`src/rtl/core/uitp_pkg.sv`:
```
// ============================================================================
// uitp_pkg - shared types and constants of the unsigned integer text parser
// Holds the word types of both channels, the character constants, the
// configuration register indexes and the result width limit function.
// ============================================================================
package uitp_pkg;

    // One input word: a single character of the string.
    typedef struct packed {
        logic [7:0] char_code;
        logic       last_char;
        logic       empty_string;
    } in_word_t;

    // One result word, produced on the final character of a string.
    typedef struct packed {
        logic [63:0] parsed_value;
        logic        parse_ok;
    } out_word_t;

    // Classification of one character.
    typedef struct packed {
        logic       is_sep;
        logic       is_digit;
        logic [3:0] digit;
    } char_class_t;

    // Configuration register indexes.
    typedef enum logic [0:0] {
        CFG_HEX_MODE     = 1'b0,
        CFG_WIDTH_SELECT = 1'b1
    } cfg_index_t;

    localparam int unsigned CFG_DATA_W = 2;

    // Result width codes.
    localparam logic [1:0] WSEL_8  = 2'd0;
    localparam logic [1:0] WSEL_16 = 2'd1;
    localparam logic [1:0] WSEL_32 = 2'd2;
    localparam logic [1:0] WSEL_64 = 2'd3;

    // Characters of interest.
    localparam logic [7:0] CHAR_SEP  = 8'h27;
    localparam logic [7:0] CHAR_ZERO = 8'h30;
    localparam logic [7:0] CHAR_NINE = 8'h39;
    localparam logic [7:0] CHAR_UC_A = 8'h41;
    localparam logic [7:0] CHAR_UC_F = 8'h46;
    localparam logic [7:0] CHAR_X    = 8'h78;

    // Hex prefix progress.
    localparam logic [1:0] PFX_WANT_ZERO = 2'd0;
    localparam logic [1:0] PFX_WANT_X    = 2'd1;
    localparam logic [1:0] PFX_DONE      = 2'd2;

    // Largest value representable at the selected width.
    function automatic logic [63:0] width_max(input logic [1:0] sel);
        logic [63:0] max_val;
        unique case (sel)
            WSEL_8:  max_val = 64'h0000_0000_0000_00FF;
            WSEL_16: max_val = 64'h0000_0000_0000_FFFF;
            WSEL_32: max_val = 64'h0000_0000_FFFF_FFFF;
            default: max_val = 64'hFFFF_FFFF_FFFF_FFFF;
        endcase
        return max_val;
    endfunction

endpackage

```
`src/rtl/core/uitp_char_class.sv`:
```
// ============================================================================
// uitp_char_class - character classifier
// Decodes one character into separator, digit flag and digit value.
// ============================================================================
module uitp_char_class
(
    input  logic [7:0]            char_code,
    input  logic                  hex_mode,
    output uitp_pkg::char_class_t char_class
);

    logic is_dec;
    logic is_hex_letter;

    assign is_dec        = (char_code >= uitp_pkg::CHAR_ZERO) &&
                           (char_code <= uitp_pkg::CHAR_NINE);
    assign is_hex_letter = hex_mode &&
                           (char_code >= uitp_pkg::CHAR_UC_A) &&
                           (char_code <= uitp_pkg::CHAR_UC_F);

    always_comb
    begin
        char_class.is_sep   = (char_code == uitp_pkg::CHAR_SEP);
        char_class.is_digit = is_dec || is_hex_letter;
        if (is_dec)
        begin
            char_class.digit = 4'(char_code - uitp_pkg::CHAR_ZERO);
        end
        else if (is_hex_letter)
        begin
            char_class.digit = 4'(char_code - uitp_pkg::CHAR_UC_A) + 4'd10;
        end
        else
        begin
            char_class.digit = 4'd0;
        end
    end

endmodule

```
`src/rtl/core/uitp_step.sv`:
```
// ============================================================================
// uitp_step - per-character parse step
// Holds the string state and applies one character to it per firing cycle.
// On the final character it presents the result and clears the state.
// ============================================================================
module uitp_step
(
    input  logic                 clk,
    input  logic                 rst_n,
    input  logic                 fire,
    input  uitp_pkg::in_word_t   item,
    input  logic                 hex_mode,
    input  logic [1:0]           width_select,
    output uitp_pkg::out_word_t  result
);

    logic [63:0] acc_reg,      acc_next;
    logic        prev_sep_reg, prev_sep_next;
    logic        err_reg,      err_next;
    logic [1:0]  prefix_reg,   prefix_next;

    // State after this character, before the end-of-string clear.
    logic [63:0] acc_upd;
    logic        prev_sep_upd;
    logic        err_upd;
    logic [1:0]  prefix_upd;

    uitp_pkg::char_class_t cls;
    logic [63:0] max_val;
    logic [67:0] acc_wide;
    logic [67:0] scaled;
    logic [67:0] candidate;
    logic        overflow;
    logic        in_prefix;
    logic [7:0]  want_char;
    logic        char_ok;
    logic        ok;

    uitp_char_class u_char_class
    (
        .char_code  (item.char_code),
        .hex_mode   (hex_mode),
        .char_class (cls)
    );

    assign max_val   = uitp_pkg::width_max(width_select);
    assign acc_wide  = {4'd0, acc_reg};
    assign scaled    = hex_mode ? (acc_wide << 4) : ((acc_wide << 3) + (acc_wide << 1));
    assign candidate = scaled + {64'd0, cls.digit};
    // Exact: acc * base + digit must not exceed the limit.
    assign overflow  = (acc_reg > max_val) || (candidate > {4'd0, max_val});
    assign in_prefix = hex_mode && (prefix_reg != uitp_pkg::PFX_DONE);
    assign want_char = (prefix_reg == uitp_pkg::PFX_WANT_ZERO) ? uitp_pkg::CHAR_ZERO
                                                               : uitp_pkg::CHAR_X;
    assign char_ok   = cls.is_digit || (cls.is_sep && !prev_sep_reg);

    always_comb
    begin
        acc_upd      = acc_reg;
        prev_sep_upd = prev_sep_reg;
        err_upd      = err_reg;
        prefix_upd   = prefix_reg;
        if (in_prefix)
        begin
            if (item.char_code != want_char)
            begin
                err_upd = 1'b1;
            end
            prefix_upd = prefix_reg + 2'd1;
        end
        else if (!char_ok)
        begin
            err_upd = 1'b1;
        end
        else
        begin
            prev_sep_upd = cls.is_sep;
            if (!cls.is_sep && !err_reg)
            begin
                if (overflow)
                begin
                    err_upd = 1'b1;
                end
                else
                begin
                    acc_upd = candidate[63:0];
                end
            end
        end
    end

    // The value only grows when the new value fits and the old one already did,
    // so the end-of-string range check can look at the stored value.
    always_comb
    begin
        ok = !err_upd && !prev_sep_upd && (acc_reg <= max_val);
        if (hex_mode && (prefix_upd != uitp_pkg::PFX_DONE))
        begin
            ok = 1'b0;
        end
        if (item.empty_string)
        begin
            ok = 1'b0;
        end
        result.parse_ok     = ok;
        result.parsed_value = ok ? acc_upd : 64'd0;
    end

    always_comb
    begin
        acc_next      = acc_reg;
        prev_sep_next = prev_sep_reg;
        err_next      = err_reg;
        prefix_next   = prefix_reg;
        if (fire)
        begin
            if (item.last_char)
            begin
                acc_next      = 64'd0;
                prev_sep_next = 1'b1;
                err_next      = 1'b0;
                prefix_next   = uitp_pkg::PFX_WANT_ZERO;
            end
            else
            begin
                acc_next      = acc_upd;
                prev_sep_next = prev_sep_upd;
                err_next      = err_upd;
                prefix_next   = prefix_upd;
            end
        end
    end

    always_ff @(posedge clk or negedge rst_n)
    begin
        if (!rst_n)
        begin
            acc_reg      <= 64'd0;
            prev_sep_reg <= 1'b1;
            err_reg      <= 1'b0;
            prefix_reg   <= uitp_pkg::PFX_WANT_ZERO;
        end
        else
        begin
            acc_reg      <= acc_next;
            prev_sep_reg <= prev_sep_next;
            err_reg      <= err_next;
            prefix_reg   <= prefix_next;
        end
    end

endmodule

```
`src/rtl/core/unsigned_int_text_parser.sv`:
```
// ============================================================================
// unsigned_int_text_parser - streaming unsigned integer text parser
// Parses a decimal or 0x-prefixed hexadecimal string, one character per word,
// with apostrophe digit separators and exact overflow checking at 8, 16, 32
// or 64 bits, and delivers the value with an ok flag on the final character.
// ============================================================================
//
//   Channel | Direction | Handshake           | Word
//   --------+-----------+---------------------+-------------------------------
//   in      | input     | in_valid / in_stall | char_code, last_char,
//           |           |                     | empty_string
//   out     | output    | out_valid/out_stall | parsed_value, parse_ok
//   cfg     | input     | cfg_valid/cfg_ready | cfg_index, cfg_data
//
// One character word is accepted per cycle while in_stall is low. A word
// sits in the input register while the parse step applies it to the string
// state; the result of a final character is loaded into the output register
// when the step fires, and is offered on the out channel from there.
// Reset clears the string state and sets decimal mode at 64 bits.
// A waiting result stalls only a final character behind it; other characters
// keep flowing. Configuration writes are always taken.
//
// The whole string state (value, separator flag, sticky error, prefix
// progress) updates in the cycle a character leaves the input register, so
// consecutive characters follow back to back with no bubble.
module unsigned_int_text_parser
(
    input  logic                          clk,
    input  logic                          rst_n,

    input  logic                          in_valid,
    output logic                          in_stall,
    input  uitp_pkg::in_word_t            in_data,

    output logic                          out_valid,
    input  logic                          out_stall,
    output uitp_pkg::out_word_t           out_data,

    input  logic                          cfg_valid,
    output logic                          cfg_ready,
    input  uitp_pkg::cfg_index_t          cfg_index,
    input  logic [uitp_pkg::CFG_DATA_W-1:0] cfg_data
);

    // Configuration registers.
    logic       hex_mode_reg,     hex_mode_next;
    logic [1:0] width_select_reg, width_select_next;

    // Input register.
    logic               s1_valid_reg, s1_valid_next;
    uitp_pkg::in_word_t s1_word_reg,  s1_word_next;

    // Output register.
    logic                out_valid_reg, out_valid_next;
    uitp_pkg::out_word_t out_word_reg,  out_word_next;

    uitp_pkg::out_word_t step_result;
    logic                in_accept;
    logic                step_fire;
    logic                out_free;

    assign cfg_ready = 1'b1;

    always_comb
    begin
        hex_mode_next     = hex_mode_reg;
        width_select_next = width_select_reg;
        if (cfg_valid)
        begin
            unique case (cfg_index)
                uitp_pkg::CFG_HEX_MODE:     hex_mode_next     = cfg_data[0];
                uitp_pkg::CFG_WIDTH_SELECT: width_select_next = cfg_data[1:0];
                default:                    hex_mode_next     = hex_mode_reg;
            endcase
        end
    end

    // The output register can take a new result when empty or being drained.
    assign out_free  = !out_valid_reg || !out_stall;
    // A non-final character needs no output slot.
    assign step_fire = s1_valid_reg && (!s1_word_reg.last_char || out_free);
    assign in_stall  = s1_valid_reg && !step_fire;
    assign in_accept = in_valid && !in_stall;

    always_comb
    begin
        s1_word_next  = s1_word_reg;
        s1_valid_next = s1_valid_reg;
        if (in_accept)
        begin
            s1_word_next  = in_data;
            s1_valid_next = 1'b1;
        end
        else if (step_fire)
        begin
            s1_valid_next = 1'b0;
        end
    end

    uitp_step u_step
    (
        .clk          (clk),
        .rst_n        (rst_n),
        .fire         (step_fire),
        .item         (s1_word_reg),
        .hex_mode     (hex_mode_reg),
        .width_select (width_select_reg),
        .result       (step_result)
    );

    always_comb
    begin
        out_word_next  = out_word_reg;
        out_valid_next = out_valid_reg;
        if (step_fire && s1_word_reg.last_char)
        begin
            out_word_next  = step_result;
            out_valid_next = 1'b1;
        end
        else if (!out_stall)
        begin
            out_valid_next = 1'b0;
        end
    end

    assign out_valid = out_valid_reg;
    assign out_data  = out_word_reg;

    always_ff @(posedge clk or negedge rst_n)
    begin
        if (!rst_n)
        begin
            hex_mode_reg     <= 1'b0;
            width_select_reg <= uitp_pkg::WSEL_64;
            s1_valid_reg     <= 1'b0;
            out_valid_reg    <= 1'b0;
        end
        else
        begin
            hex_mode_reg     <= hex_mode_next;
            width_select_reg <= width_select_next;
            s1_valid_reg     <= s1_valid_next;
            out_valid_reg    <= out_valid_next;
        end
    end

    always_ff @(posedge clk)
    begin
        s1_word_reg  <= s1_word_next;
        out_word_reg <= out_word_next;
    end

endmodule
```
`config.mk`:
```
export PLATFORM = sky130hd
export DESIGN_NAME = unsigned_int_text_parser
export DESIGN_NICKNAME = d
export VERILOG_FILES = /design/src/rtl/core/uitp_pkg.sv /design/src/rtl/core/uitp_char_class.sv /design/src/rtl/core/uitp_step.sv /design/src/rtl/core/unsigned_int_text_parser.sv
export SDC_FILE = /design/constraint.sdc
export NUM_CORES = 1
export LEC_CHECK = 0
export BUFFER_PORTS_ARGS = -buffer_cell sky130_fd_sc_hd__buf_2
export CORE_MARGIN = 8
export CORE_UTILIZATION = 32
export DETAILED_ROUTE_END_ITERATION = 16
export PLACE_DENSITY_LB_ADDON = 0.15
export SYNTH_ARGS = -nofsm -noshare
export SYNTH_HDL_FRONTEND = slang
export SYNTH_SLANG_ARGS = --single-unit
export TNS_END_PERCENT = 1
```
`constraint.sdc`:
```
create_clock -name clk -period 9.1 [get_ports clk]
set_clock_uncertainty 0.1 [all_clocks]
set_input_delay 0.455 -clock clk [delete_from_list [all_inputs] [get_ports clk]]
set_output_delay 0.455 -clock clk [all_outputs]
set_load 0.05 [all_outputs]
```
==> flow_metrics.py <==
metrics = {
    "routing": {
        "vias": 15634,
        "drt_iter0_drc": 1009,
        "postRouteAntennaNets": 0,
        "drc": 0,
        "wl_mm": 60.57,
        "post_drt_wl_per_cell_um": 22.51,
        "first_pass_iters": 5,
        "vias_per_cell": 5.810,
    },
    "cells_and_area": {
        "final_area_um2": 18890,
        "fin_cells": 2691,
        "largest_reg_flops": 65,
        "num-nets-final": 2201,
        "fill_cells": 5296,
        "layout-drive-gt1-share_pct": 15.17,
        "area_delta_synth_final_pct": 13.39,
        "antennaDiodeCount": 0,
    },
    "timing": {
        "min_period_ps": 8673,
        "fmax_mhz": 115.3,
        "tightest_slew_ps": 1203,
        "maxSlewViolCount": 0,
        "fin_ws_ps": 427.2,
        "hold_viol_final": 0,
        "slew_headroom_pct": 19.54,
        "period_share_pct": 95.31,
        "setup_violations": 0,
    },
    "logic_synthesis": {
        "synth_top_area_cell": "ha_1",
        "synth_edf_count": 75,
        "ys_seq_area_share_pct": 24.50,
        "yosys.area.top_type_share_pct": 13.74,
        "ys_warn_count": 0,
        "avgSynthCellArea_um2": 8.656,
        "syn_nets": 2128,
        "ys_types": 101,
        "ys_ff_latch": 148,
        "syn_inst": 1925,
        "synthArstFlopShare_pct": 49.32,
        "synth_area_leaders": "ha_1 (14%), edfxtp_1 (14%), dfrtp_1 (11%)",
        "synth_area_um2": 16660,
        "ys.flop_type": "edfxtp_1",
    },
    "power_and_ir_drop": {
        "p_total_mw": 1.885,
        "power_density_nw_per_um2": 99.76,
        "peakVddDrop_v": 0.0001060,
        "p_leak_nw": 7.609,
    },
    "critical_path": {
        "slowest_stage": "dfrtp_1",
        "crit_top_cell": "buf_4",
        "cp-start-kind": "flop",
        "path_class": "flop to flop",
        "crit_path_end_kind": "flop",
        "cp.required_ps": 9220,
        "max_stage_delay_ps": 510,
        "cp_data_arrival_time_ps": 8800,
        "critPathMaxFanout": 16,
    },
    "floorplanning": {
        "die_h_um": 244.2,
        "die_area_um2": 59630,
        "die_w_um": 244.2,
        "start_util_pct": 32.41,
        "fp-row-count": 83,
        "ios": 86,
        "core_area_um2": 51410,
    },
    "clock_tree": {
        "insertion_delay_ps": 490,
        "clk_pin_slew_worst_paths_ps": 70,
        "clock_path_buffers": 2,
        "cts_made_buffers": 17,
        "htreeDepth": 4,
        "cts_root_buf": "clkbuf_16",
        "cts_tree": "done",
        "cts.sinks": 148,
    },
    "grt": {
        "grt_pass1_vias": 15476,
        "antenna_found_initial": 2,
        "grt_use_total_pct": 19.92,
        "grt_max_degree": 137,
        "grt-ovfl-total": 0,
        "grt_pass1_wl_mm": 93.32,
    },
    "placed_design": {
        "place_congestion": 0.9074,
        "dp.cells": 2641,
        "place_area_um2": 17970,
        "dp_hpwl_mm": 47.25,
        "port_buffers": 84,
        "dp_slack_ps": 172.2,
    },
    "min_path": {
        "hold_class": "input pin to async pin",
    },
    "outcome": {
        "status": "complete, no violations",
    },
    "job": {
        "cap_violations": 0,
    },
}
-- final timing paths --
check	cells after the start	end	slack (ps)	start
max	33	out_data[33]$_SDFFCE_PN0P_	430	u_step.acc_reg[2]$_DFFE_PN0P_
min	1	hex_mode_reg$_DFFE_PN0P_	50	rst_n
max reg2reg	33	out_data[33]$_SDFFCE_PN0P_	430	u_step.acc_reg[2]$_DFFE_PN0P_
min reg2reg	2	u_step.prev_sep_reg$_DFFE_PN1P_	410	u_step.prev_sep_reg$_DFFE_PN1P_
max in group asynchronous	1	hex_mode_reg$_DFFE_PN0P_	8080	rst_n
min in group clk	2	s1_valid_reg$_DFFE_PN0P_	60	in_valid
-- routing by layer --
| metal | part of all wire, % | GRT usage [%] | up-vias |
|---|---|---|---|
| li1 | - | - | 7576 |
| met1 | 47 | 26.89 | 7636 |
| met2 | 46 | 32.35 | 349 |
| met3 | 3.9 | 2.899 | 71 |
| met4 | 2.7 | 6.695 | 2 |
| met5 | 0.021 | 0 | - |
-- layout by cell type (no fill, tap or decap), drive strengths merged, types with 35 or more instances in the layout --
cell type / synthesis / routed
a21oi: 173 / 173
xor2: 35 / 35
nand2: 180 / 180
a22o: 66 / 66
dfrtp: 70 / 70
mux2i: 82 / 82
edfxtp: 75 / 75
nand3: 52 / 52
nand4: 73 / 73
a21o: 89 / 89
ha: 183 / 183
xnor2: 49 / 49
buf: 56 / 138
nor2: 120 / 120
o21ai: 108 / 108
nor3: 100 / 100
inv: 31 / 35
-- synthesized netlist by cell type (39+ instances only) --
cell,instances
edfxtp_1,75
nor3_1,39
nor2_1,120
ha_1,183
o21ai_0,97
a22o_1,66
xnor2_1,49
mux2i_1,82
nor3_2,61
nand4_1,73
nand3_1,51
dfrtp_1,70
nand2_1,180
a21o_1,89
a21oi_1,172
-- critical path: cells and delay by family, from the launching register on --
family | cells | cell delay (ps)
simple gates | 13 | 3090
compound gates | 7 | 1680
fa+ha+maj | 3 | 960
mux | 3 | 820
xor+xnor | 1 | 170
flops | 1 | 510
buf+inv | 6 | 1000
-- cell families (layout without fill, tap and decap cells) --
| logic type | Yosys count | in the layout | synth area share (%) |
|---|---|---|---|
| AO/OA/AOI/OAI | 614 | 614 | 25.46 |
| multiplexers | 91 | 91 | 5.534 |
| other | 1 | 1 | 0.02251 |
| flip-flops | 148 | 148 | 24.50 |
| adder cells (fa/ha/maj) | 185 | 185 | 13.98 |
| XOR/XNOR | 84 | 84 | 4.415 |
| AND/OR/NAND/NOR | 675 | 675 | 22.34 |
| buffers and inverters | 127 | 213 | 3.740 |
-- area by class of cell --
| class | instances | area [um2] | share of cell area, % |
|---|---|---|---|
| clock buffers | 18 | 429.2 | 2.272 |
| clock inverters | 14 | 177.7 | 0.9404 |
| inverters | 31 | 116.4 | 0.6159 |
| multi-input cells | 1650 | 12120 | 64.17 |
| flip-flops and latches | 148 | 4086 | 21.63 |
| well taps | 680 | 850.8 | 4.503 |
| repair buffers | 150 | 1110 | 5.874 |
-- power by group --
| part | switching [mW] | leakage, nW | internal, mW |
|---|---|---|---|
| clock | 0.331 | 0.279 | 0.433 |
| sequential | 0.0133 | 1.73 | 0.726 |
| combinational | 0.262 | 5.60 | 0.118 |
-- repair_timing --
action / CTS / global route
gates resized for setup: 0 / 25
setup endpoints to repair: 0 / 130
hold buffers: 10 / 0
hold endpoints to repair: 10 / 0
setup buffers: 0 / 6
-- stage by stage --
step | TNS (ps) | util [%] | hold WS, ps
3_3_place_gp | 0 | 34.95 | 381.5
2_1_floorplan | 0 | - | 59.41
5_1_grt | -112.5 | 36.75 | 59.91
3_5_place_dp | 0 | 34.95 | 385.1
4_1_cts | 0 | 36.33 | 17.30
6_report | 0 | 36.75 | 48.84
No activity file was read; power rests on OpenSTA's default activity.
